File: config.mk
export PLATFORM = sky130hd
export DESIGN_NAME = ordered_value_list
export DESIGN_NICKNAME = d
export VERILOG_FILES = /design/src/rtl/ovl_pkg.sv /design/src/rtl/ovl_ram.sv /design/src/rtl/ovl_ctrl.sv /design/src/rtl/ovl_dp.sv /design/src/rtl/ordered_value_list.sv
export SDC_FILE = /design/constraint.sdc
export NUM_CORES = 1
export LEC_CHECK = 0
export BUFFER_PORTS_ARGS = -buffer_cell sky130_fd_sc_hd__buf_2
export CORE_MARGIN = 1
export CORE_UTILIZATION = 42
export CTS_CLUSTER_SIZE = 20
export DETAILED_ROUTE_END_ITERATION = 10
export PLACE_DENSITY = 0.69
export SLEW_MARGIN = 20
export SYNTH_ARGS = -nofsm -noshare
export SYNTH_HDL_FRONTEND = slang
export SYNTH_SLANG_ARGS = --single-unit
File: constraint.sdc
create_clock -name clk_i -period 5.29 [get_ports clk_i]
set_clock_uncertainty 0.05 [all_clocks]
set_input_delay 0.2645 -clock clk_i [delete_from_list [all_inputs] [get_ports clk_i]]
set_output_delay 0.2645 -clock clk_i [all_outputs]
set_load 0.005 [all_outputs]
File: src/rtl/ovl_pkg.sv
// ----------------------------------------------------------------------------
// ovl_pkg
// Shared types and codes for the ordered value list: request and response
// payloads, request and status codes, and the controller/datapath interface.
// ----------------------------------------------------------------------------
package ovl_pkg;

  // default number of entries
  localparam int unsigned CapacityDef = 16;

  // field widths
  localparam int unsigned ValueW = 32;
  localparam int unsigned ReqW   = 3;
  localparam int unsigned StatW  = 2;
  localparam int unsigned PosW   = 4;
  localparam int unsigned CountW = 5;

  // request codes
  localparam logic [ReqW-1:0] REQ_INS_FRONT = 3'd0;
  localparam logic [ReqW-1:0] REQ_INS_BACK  = 3'd1;
  localparam logic [ReqW-1:0] REQ_REM_FRONT = 3'd2;
  localparam logic [ReqW-1:0] REQ_REM_BACK  = 3'd3;
  localparam logic [ReqW-1:0] REQ_REM_VALUE = 3'd4;
  localparam logic [ReqW-1:0] REQ_SEARCH    = 3'd5;

  // status codes
  localparam logic [StatW-1:0] ST_OK        = 2'd0;
  localparam logic [StatW-1:0] ST_EMPTY     = 2'd1;
  localparam logic [StatW-1:0] ST_NOT_FOUND = 2'd2;
  localparam logic [StatW-1:0] ST_FULL      = 2'd3;

  // request payload
  typedef struct packed {
    logic [ReqW-1:0]          req_type;
    logic signed [ValueW-1:0] item_value;
  } req_t;

  // response payload
  typedef struct packed {
    logic [StatW-1:0]  status;
    logic [PosW-1:0]   position;
    logic [CountW-1:0] entry_count;
  } rsp_t;

  // controller to datapath commands
  typedef struct packed {
    logic             load_req;
    logic             start_scan;
    logic             start_shift;
    logic             scan;
    logic             shift;
    logic             write_front;
    logic             write_back;
    logic             dec_count;
    logic             set_st;
    logic [StatW-1:0] st;
    logic             load_rsp;
  } ovl_cmd_t;

  // datapath to controller status
  typedef struct packed {
    logic [ReqW-1:0] req_type;
    logic            empty;
    logic            full;
    logic            single;
    logic            rd_more;
    logic            dv;
    logic            found;
  } ovl_stat_t;

endpackage

File: src/rtl/ovl_ram.sv
// ----------------------------------------------------------------------------
// ovl_ram
// Generic simple dual-port RAM: one write port, one read port with
// registered read data.
// ----------------------------------------------------------------------------
module ovl_ram #(
  parameter int unsigned WIDTH = 32,
  parameter int unsigned DEPTH = 16,
  localparam int unsigned AddrW = (DEPTH > 1) ? $clog2(DEPTH) : 1
) (
  input  logic             clk_i,
  input  logic             we_i,
  input  logic [AddrW-1:0] waddr_i,
  input  logic [WIDTH-1:0] wdata_i,
  input  logic             re_i,
  input  logic [AddrW-1:0] raddr_i,
  output logic [WIDTH-1:0] rdata_o
);

  logic [WIDTH-1:0] mem_q [DEPTH];

  // write port
  always_ff @(posedge clk_i) begin
    if (we_i) begin
      mem_q[waddr_i] <= wdata_i;
    end
  end

  // registered read port
  always_ff @(posedge clk_i) begin
    if (re_i) begin
      rdata_o <= mem_q[raddr_i];
    end
  end

endmodule

File: src/rtl/ovl_ctrl.sv
// ----------------------------------------------------------------------------
// ovl_ctrl
// Request sequencer: decodes each request, steps the datapath through its
// scan or shift walk and hands the response to the output register.
// ----------------------------------------------------------------------------
module ovl_ctrl
  import ovl_pkg::*;
(
  input  logic      clk_i,
  input  logic      rst_ni,
  input  logic      in_valid_i,
  output logic      in_stall_o,
  output logic      out_valid_o,
  input  logic      out_stall_i,
  input  ovl_stat_t stat_i,
  output ovl_cmd_t  cmd_o
);

  typedef enum logic [5:0] {
    S_IDLE   = 6'b000001,
    S_DECODE = 6'b000010,
    S_SCAN   = 6'b000100,
    S_SHIFT  = 6'b001000,
    S_WFRONT = 6'b010000,
    S_DONE   = 6'b100000
  } state_e;

  state_e   state_q, state_d;
  logic     out_valid_q, out_valid_d;
  ovl_cmd_t cmd;

  // next state and commands
  always_comb begin
    state_d = state_q;
    cmd     = '0;
    unique case (state_q)
      S_IDLE: begin
        if (in_valid_i) begin
          cmd.load_req = 1'b1;
          state_d      = S_DECODE;
        end
      end
      S_DECODE: begin
        state_d = S_DONE;
        unique case (stat_i.req_type)
          REQ_INS_FRONT: begin
            priority if (stat_i.full) begin
              cmd.set_st = 1'b1;
              cmd.st     = ST_FULL;
            end else if (stat_i.empty) begin
              state_d = S_WFRONT;
            end else begin
              cmd.start_shift = 1'b1;
              state_d         = S_SHIFT;
            end
          end
          REQ_INS_BACK: begin
            if (stat_i.full) begin
              cmd.set_st = 1'b1;
              cmd.st     = ST_FULL;
            end else begin
              cmd.write_back = 1'b1;
            end
          end
          REQ_REM_FRONT: begin
            priority if (stat_i.empty) begin
              cmd.set_st = 1'b1;
              cmd.st     = ST_EMPTY;
            end else if (stat_i.single) begin
              cmd.dec_count = 1'b1;
            end else begin
              cmd.start_scan = 1'b1;
              state_d        = S_SCAN;
            end
          end
          REQ_REM_BACK: begin
            if (stat_i.empty) begin
              cmd.set_st = 1'b1;
              cmd.st     = ST_EMPTY;
            end else begin
              cmd.dec_count = 1'b1;
            end
          end
          REQ_REM_VALUE: begin
            if (stat_i.empty) begin
              cmd.set_st = 1'b1;
              cmd.st     = ST_EMPTY;
            end else begin
              cmd.start_scan = 1'b1;
              state_d        = S_SCAN;
            end
          end
          REQ_SEARCH: begin
            if (stat_i.empty) begin
              cmd.set_st = 1'b1;
              cmd.st     = ST_NOT_FOUND;
            end else begin
              cmd.start_scan = 1'b1;
              state_d        = S_SCAN;
            end
          end
          default: begin
            state_d = S_DONE;
          end
        endcase
      end
      S_SCAN: begin
        cmd.scan = 1'b1;
        // last read data is being handled this cycle
        if (stat_i.dv && !stat_i.rd_more) begin
          state_d = S_DONE;
          if (stat_i.found) begin
            cmd.dec_count = (stat_i.req_type != REQ_SEARCH);
          end else begin
            cmd.set_st = 1'b1;
            cmd.st     = ST_NOT_FOUND;
          end
        end
      end
      S_SHIFT: begin
        cmd.shift = 1'b1;
        if (stat_i.dv && !stat_i.rd_more) begin
          state_d = S_WFRONT;
        end
      end
      S_WFRONT: begin
        cmd.write_front = 1'b1;
        state_d         = S_DONE;
      end
      S_DONE: begin
        // hand over once the output register is free
        if (!out_valid_q || !out_stall_i) begin
          cmd.load_rsp = 1'b1;
          state_d      = S_IDLE;
        end
      end
      default: begin
        state_d = S_IDLE;
      end
    endcase
  end

  // output register valid
  assign out_valid_d = (out_valid_q && out_stall_i) || cmd.load_rsp;

  always_ff @(posedge clk_i or negedge rst_ni) begin
    if (!rst_ni) begin
      state_q     <= S_IDLE;
      out_valid_q <= 1'b0;
    end else begin
      state_q     <= state_d;
      out_valid_q <= out_valid_d;
    end
  end

  assign in_stall_o  = (state_q != S_IDLE);
  assign out_valid_o = out_valid_q;
  assign cmd_o       = cmd;

endmodule

File: src/rtl/ovl_dp.sv
// ----------------------------------------------------------------------------
// ovl_dp
// List datapath: entry store, entry count, walk pointer, match logic and
// the response register.
// ----------------------------------------------------------------------------
module ovl_dp
  import ovl_pkg::*;
#(
  parameter int unsigned CAPACITY = CapacityDef
) (
  input  logic      clk_i,
  input  logic      rst_ni,
  input  req_t      in_data_i,
  input  ovl_cmd_t  cmd_i,
  output ovl_stat_t stat_o,
  output rsp_t      out_data_o
);

  localparam int unsigned IdxW = (CAPACITY > 1) ? $clog2(CAPACITY) : 1;
  localparam int unsigned CntW = $clog2(CAPACITY + 1);

  req_t             req_q;
  logic [StatW-1:0] st_q;
  logic [CntW-1:0]  count_q, count_d;
  logic [CntW-1:0]  count_m1;
  logic [IdxW-1:0]  ptr_q, ptr_d;
  logic             rd_more_q, rd_more_d;
  logic             dv_q;
  logic [IdxW-1:0]  dptr_q;
  logic             found_q, found_d;
  logic [IdxW-1:0]  pos_q, pos_d;
  rsp_t             rsp_q;

  logic              re;
  logic              we;
  logic [IdxW-1:0]   waddr;
  logic [ValueW-1:0] wdata;
  logic [ValueW-1:0] rdata;
  logic              match;
  logic              is_search;

  assign count_m1  = count_q - CntW'(1);
  assign is_search = (req_q.req_type == REQ_SEARCH);
  assign match     = dv_q && (rdata == req_q.item_value);

  // walk pointer, read issue and match tracking
  always_comb begin
    ptr_d     = ptr_q;
    rd_more_d = rd_more_q;
    found_d   = found_q;
    pos_d     = pos_q;
    priority if (cmd_i.start_scan) begin
      // removal of the front entry starts past it, already matched
      ptr_d     = (req_q.req_type == REQ_REM_FRONT) ? IdxW'(1) : '0;
      found_d   = (req_q.req_type == REQ_REM_FRONT);
      pos_d     = '0;
      rd_more_d = 1'b1;
    end else if (cmd_i.start_shift) begin
      ptr_d     = count_m1[IdxW-1:0];
      rd_more_d = 1'b1;
    end else if (cmd_i.scan) begin
      if (rd_more_q) begin
        if (ptr_q == count_m1[IdxW-1:0]) begin
          rd_more_d = 1'b0;
        end else begin
          ptr_d = ptr_q + IdxW'(1);
        end
      end
      if (match && !found_q) begin
        found_d = 1'b1;
        pos_d   = dptr_q;
      end
    end else if (cmd_i.shift) begin
      if (rd_more_q) begin
        if (ptr_q == '0) begin
          rd_more_d = 1'b0;
        end else begin
          ptr_d = ptr_q - IdxW'(1);
        end
      end
    end
  end

  assign re = (cmd_i.scan || cmd_i.shift) && rd_more_q;

  // store write port
  always_comb begin
    we    = 1'b0;
    waddr = '0;
    wdata = rdata;
    priority if (cmd_i.write_back) begin
      we    = 1'b1;
      waddr = count_q[IdxW-1:0];
      wdata = req_q.item_value;
    end else if (cmd_i.write_front) begin
      we    = 1'b1;
      waddr = '0;
      wdata = req_q.item_value;
    end else if (cmd_i.shift && dv_q) begin
      // move one entry toward the back
      we    = 1'b1;
      waddr = dptr_q + IdxW'(1);
    end else if (cmd_i.scan && dv_q && found_q && !is_search) begin
      // close the gap left by the removed entry
      we    = 1'b1;
      waddr = dptr_q - IdxW'(1);
    end
  end

  // entry count
  always_comb begin
    count_d = count_q;
    priority if (cmd_i.write_back || cmd_i.write_front) begin
      count_d = count_q + CntW'(1);
    end else if (cmd_i.dec_count) begin
      count_d = count_m1;
    end
  end

  ovl_ram #(
    .WIDTH(ValueW),
    .DEPTH(CAPACITY)
  ) u_store (
    .clk_i  (clk_i),
    .we_i   (we),
    .waddr_i(waddr),
    .wdata_i(wdata),
    .re_i   (re),
    .raddr_i(ptr_q),
    .rdata_o(rdata)
  );

  // control registers
  always_ff @(posedge clk_i or negedge rst_ni) begin
    if (!rst_ni) begin
      count_q   <= '0;
      rd_more_q <= 1'b0;
      dv_q      <= 1'b0;
      found_q   <= 1'b0;
    end else begin
      count_q   <= count_d;
      rd_more_q <= rd_more_d;
      dv_q      <= re;
      found_q   <= found_d;
    end
  end

  // payload registers
  always_ff @(posedge clk_i) begin
    ptr_q  <= ptr_d;
    pos_q  <= pos_d;
    dptr_q <= ptr_q;
    if (cmd_i.load_req) begin
      req_q <= in_data_i;
    end
    if (cmd_i.load_req) begin
      st_q <= ST_OK;
    end else if (cmd_i.set_st) begin
      st_q <= cmd_i.st;
    end
    if (cmd_i.load_rsp) begin
      rsp_q.status      <= st_q;
      rsp_q.position    <= (is_search && st_q == ST_OK) ? PosW'(pos_q) : '0;
      rsp_q.entry_count <= CountW'(count_q);
    end
  end

  // status toward the controller
  always_comb begin
    stat_o.req_type = req_q.req_type;
    stat_o.empty    = (count_q == '0);
    stat_o.full     = (count_q == CntW'(CAPACITY));
    stat_o.single   = (count_q == CntW'(1));
    stat_o.rd_more  = rd_more_q;
    stat_o.dv       = dv_q;
    stat_o.found    = found_q || match;
  end

  assign out_data_o = rsp_q;

endmodule

File: src/rtl/ordered_value_list.sv
// Flow per request: accept and decode, then straight to the response for insert back,
// remove back, single-entry remove front, refused and spare requests; search and
// remove value first walk the store from the front, remove front walks it from the
// second entry, and insert front shifts entries back, then writes the front; one store
// read per cycle in a walk. One request in work at a time; the next is taken as the response is offered.
// Reset clears the entry count and control; the store itself is not cleared.
// ----------------------------------------------------------------------------
// ordered_value_list
// Bounded ordered list of signed 32-bit values with front/back insert and
// remove, remove by value and search, built as sequencer plus datapath.
// ----------------------------------------------------------------------------
module ordered_value_list
  import ovl_pkg::*;
#(
  parameter int unsigned CAPACITY = CapacityDef
) (
  input  logic clk_i,
  input  logic rst_ni,
  input  logic in_valid_i,
  output logic in_stall_o,
  input  req_t in_data_i,
  output logic out_valid_o,
  input  logic out_stall_i,
  output rsp_t out_data_o
);

  ovl_cmd_t  cmd;
  ovl_stat_t stat;

  // request sequencer
  ovl_ctrl u_ctrl (
    .clk_i      (clk_i),
    .rst_ni     (rst_ni),
    .in_valid_i (in_valid_i),
    .in_stall_o (in_stall_o),
    .out_valid_o(out_valid_o),
    .out_stall_i(out_stall_i),
    .stat_i     (stat),
    .cmd_o      (cmd)
  );

  // list storage and response
  ovl_dp #(
    .CAPACITY(CAPACITY)
  ) u_dp (
    .clk_i     (clk_i),
    .rst_ni    (rst_ni),
    .in_data_i (in_data_i),
    .cmd_i     (cmd),
    .stat_o    (stat),
    .out_data_o(out_data_o)
  );

endmodule
==> impl_results.md <==
* Post-CTS setup buffer count at 0
* Reg2reg setup slack at roughly 1700 ps
* Lkg Pwr at 8.98 nW
* Crit path DAT at approximately 3800 ps
* CP Max Fanout at 32
* Power per cell area at 384 nW/um^2
* Max Cap Viol at 0
* Most common cell after layout, fill and taps aside: edfxtp_1
* First-pass GRT wire length at roughly 81 mm
* Layout cells sized above 1 at 0.259
* Chip width at 243 um
* Logic gate share of total power at 0.104
* Clock Pin Slew Worst Setup and Hold Paths at 70 ps
* Routability cong. at 0.876
* GR Overflow Total at 0
* Hold Worst Slack at 46.5 ps
* Worst setup margin at 1690 ps
* Distinct cells, synth at 63
* Via density at 5.63
* Sequential Power Share at 0.529
* Setup TNS at 0 ps
* Ys async rst share at 0.0242
* Rel. slew slack at 0.279
* Routed WL at roughly 55 mm
* Vias in the first global route at 12200
* Hold violation count in the final report at 0
* Drt pass-1 iters at 5
* Endpoints failing setup at 0
* Cell Area, Synth at ~24000 um^2
* Cell count after placement at approximately 2000
* Syn. warnings at 0
* CP required at 5490 ps
* Min cycle time layout at 3600 ps
* Status: finished, final reports clean
* Worst VDD drop at a little over 0.3 mV
* Post-DP HPWL at 33.7 mm
* Clock power share at 0.367
* Critical Path Start Type: register
* Routed len/inst at 25.8 um
* CTS root buf: clkbuf_16
* P_sw at 0.00261 W
* Post-synth EDFFs at 594
* N_diodes at 0
* Largest net degree at the start of global routing at 119
* Skew-Pair Late Insertion Delay at roughly 630 ps
* Pre-CTS setup slack at roughly 1700 ps
* Max Buffers Root-to-Sink at 3
* Post-Syn Instances at approximately 1200
* Core area at 57700 um^2
* Num Clock Sinks at 619
* Mean post-synth cell area at 20.6 um^2
* Yosys reg bits at roughly 620
* Total I/O pin count at 52
* Initial core utilization at 0.424
* Worst slew pin tran at between 1000 and 1500 ps
* Sw Share at 0.241
* Core Rows at 88
* Final Max Tran Viols at 0
* Sequential fraction of the synthesis area at 0.752
* CP Class: register to register
* Vias at 11900
* Remaining routing DRC violations at 0
* Unrepaired setup endpoints after global routing: no
* Die area at around 59000 um^2
* Nets at between 1000 and 1500
* Commonest cells after routing, fill and taps aside: edfxtp_1, mux4_2, clkbuf_16
* Most used DFF post-synth: edfxtp_1
* Routed Antenna Nets at 0
* PortBufs at 51
* Non-filler cells, final at 2123
* Htree depth at 2
* Internal at roughly 0.0082 W
* CTS tree: done
* Overall global routing resource usage at 0.187
* Area grow syn2layout at 15.2%
* Worst Setup End Kind: register
* Worst Hold Class: input pin to async pin
* Initial antenna violation count at 1
* Final core utilization at 0.489
* Die Ht at 243 um
* Initial DRC Count at between 1000 and 1500
* FMAX at 0.277 GHz
* Syn_nets at 1237
* TritonCTS buffer count at 58
* Period Utilization, post-route at 0.681
path summary, 6_finish.rpt:
| check | startpoint | end | cells after the start |
|---|---|---|---|
| min | rst_ni | u_dp.count_q[2]$_DFFE_PN0P_ | 2 |
| min in group clk_i | in_data_i[26] | u_dp.req_q[26]$_DFFE_PP_ | 2 |
| max | u_ctrl.state_q[1]$_DFFE_PN0P_ | u_dp.u_store.mem_q[5][26]$_DFFE_PP_ | 6 |
| min reg2reg | u_dp.pos_q[2]$_SDFFE_PP0P_ | u_dp.pos_q[2]$_SDFFE_PP0P_ | 2 |
| max reg2reg | u_ctrl.state_q[1]$_DFFE_PN0P_ | u_dp.u_store.mem_q[5][26]$_DFFE_PP_ | 6 |
| max in group asynchronous | rst_ni | u_ctrl.state_q[0]$_DFFE_PN1P_ | 2 |
cells in the mapped netlist (all sizes together), types with 2 or more instances:
| library cell | number | area, um^2 |
|---|---|---|
| dfrtp | 14 | 350 |
| o211ai | 2 | 20.0 |
| clkbuf | 29 | 110 |
| nor2 | 35 | 131 |
| o22ai | 16 | 100 |
| a32oi | 2 | 17.5 |
| nand2b | 2 | 12.5 |
| nand2 | 34 | 135 |
| nor2b | 9 | 56.3 |
| mux4 | 138 | 3110 |
| xor2 | 7 | 61.3 |
| o21ai | 25 | 125 |
| nand4b | 3 | 26.3 |
| nand3 | 9 | 50.1 |
| edfxtp | 594 | 17800 |
| nor3 | 7 | 40.0 |
| nand3b | 6 | 45.0 |
| or3 | 4 | 25.0 |
| or4 | 4 | 33.8 |
| nor4b | 2 | 17.5 |
| mux2i | 41 | 410 |
| nor3b | 2 | 15.0 |
| dfxtp | 10 | 200 |
| mux2 | 31 | 349 |
| xnor2 | 36 | 315 |
| inv | 15 | 56.3 |
| a21oi | 13 | 65.1 |
| nand4 | 9 | 56.3 |
| ha | 8 | 100 |
| o31ai | 2 | 15.0 |
| a31oi | 13 | 81.3 |
| a21o | 3 | 22.5 |
| a22oi | 2 | 20.0 |
| buf | 26 | 135 |
| and2 | 6 | 37.5 |
| nor4 | 9 | 86.3 |
| and3b | 5 | 43.8 |
per-stage QoR:
step / power, W / cell area, um^2
finish: 0.0108 / 28200
global route: 0.0112 / 28200
CTS: 0.0109 / 28100
detailed placement: 0.00695 / 26000
global placement: 0.00692 / 25700
floorplan: 0.00652 / 24500
what timing repair did:
item | CTS | global route
hold endpoints to repair | 53 | 0
hold buffers | 38 | 0
gates resized for setup | 0 | 0
endpoints found under the setup margin | 0 | 0
power by group through the flow:
stage | logic [W] | clock network [W] | registers [W]
final | 0.00113 | 0.00397 | 0.00574
after CTS | 0.00115 | 0.00403 | 0.00573
after detailed placement | 0.00112 | 0 | 0.00583
after global placement | 0.00109 | 0 | 0.00583
after floorplan | 0.000793 | 0 | 0.00573
after global routing | 0.00122 | 0.00422 | 0.00575
kinds of logic (layout without fill, tap and decap cells):
logic type                 Yosys count  count (layout)  share of synthesized area
adders and majority gates            9               9                    0.00491
muxes                              210             210                      0.158
buffers and inverters               70             239                     0.0123
and+or+nand+nor                    150             150                     0.0346
DFF                                619             619                      0.752
AOI/OAI and AO/OA                   88              88                     0.0228
xor gates and xnor gates            43              43                     0.0154
routing by layer:
metal | GRT usage | vias to the layer above | part of all wire
met5 | 0 | - | 0
li1 | - | 5154 | -
met1 | 0.240 | 6308 | 0.40
met3 | 0.0286 | 86 | 0.053
met2 | 0.326 | 399 | 0.52
met4 | 0.0594 | 0 | 0.026
layout make-up:
| type | instances | area (um^2) |
|---|---|---|
| clock inverter | 29 | 246 |
| timing repair buffer | 118 | 1100 |
| sequential | 619 | 18400 |
| clock buffer | 77 | 1540 |
| tap | 765 | 957 |
| inverter | 15 | 56.3 |
| multi-input combinational | 500 | 5900 |
| fill | 4655 | 29500 |
critical path, cell delays in order, from the launching register on:
cell      delay [ps]
dfrtp_1          470
nor4_4           580
nand2_1          240
a21boi_2         330
a22oi_2          150
nand2b_1         330
and3b_2         1020
flip-flops by register name, summed over array words and instances (netlist names), 5 cells and up:
register	flops
u_dp.req_q	32
u_dp.out_data_o	11
u_dp.u_store.mem_q	512
u_dp.count_q	5
u_dp.u_store.rdata_o	32
u_ctrl.state_q	6
Power figures use the tool's default switching activity.
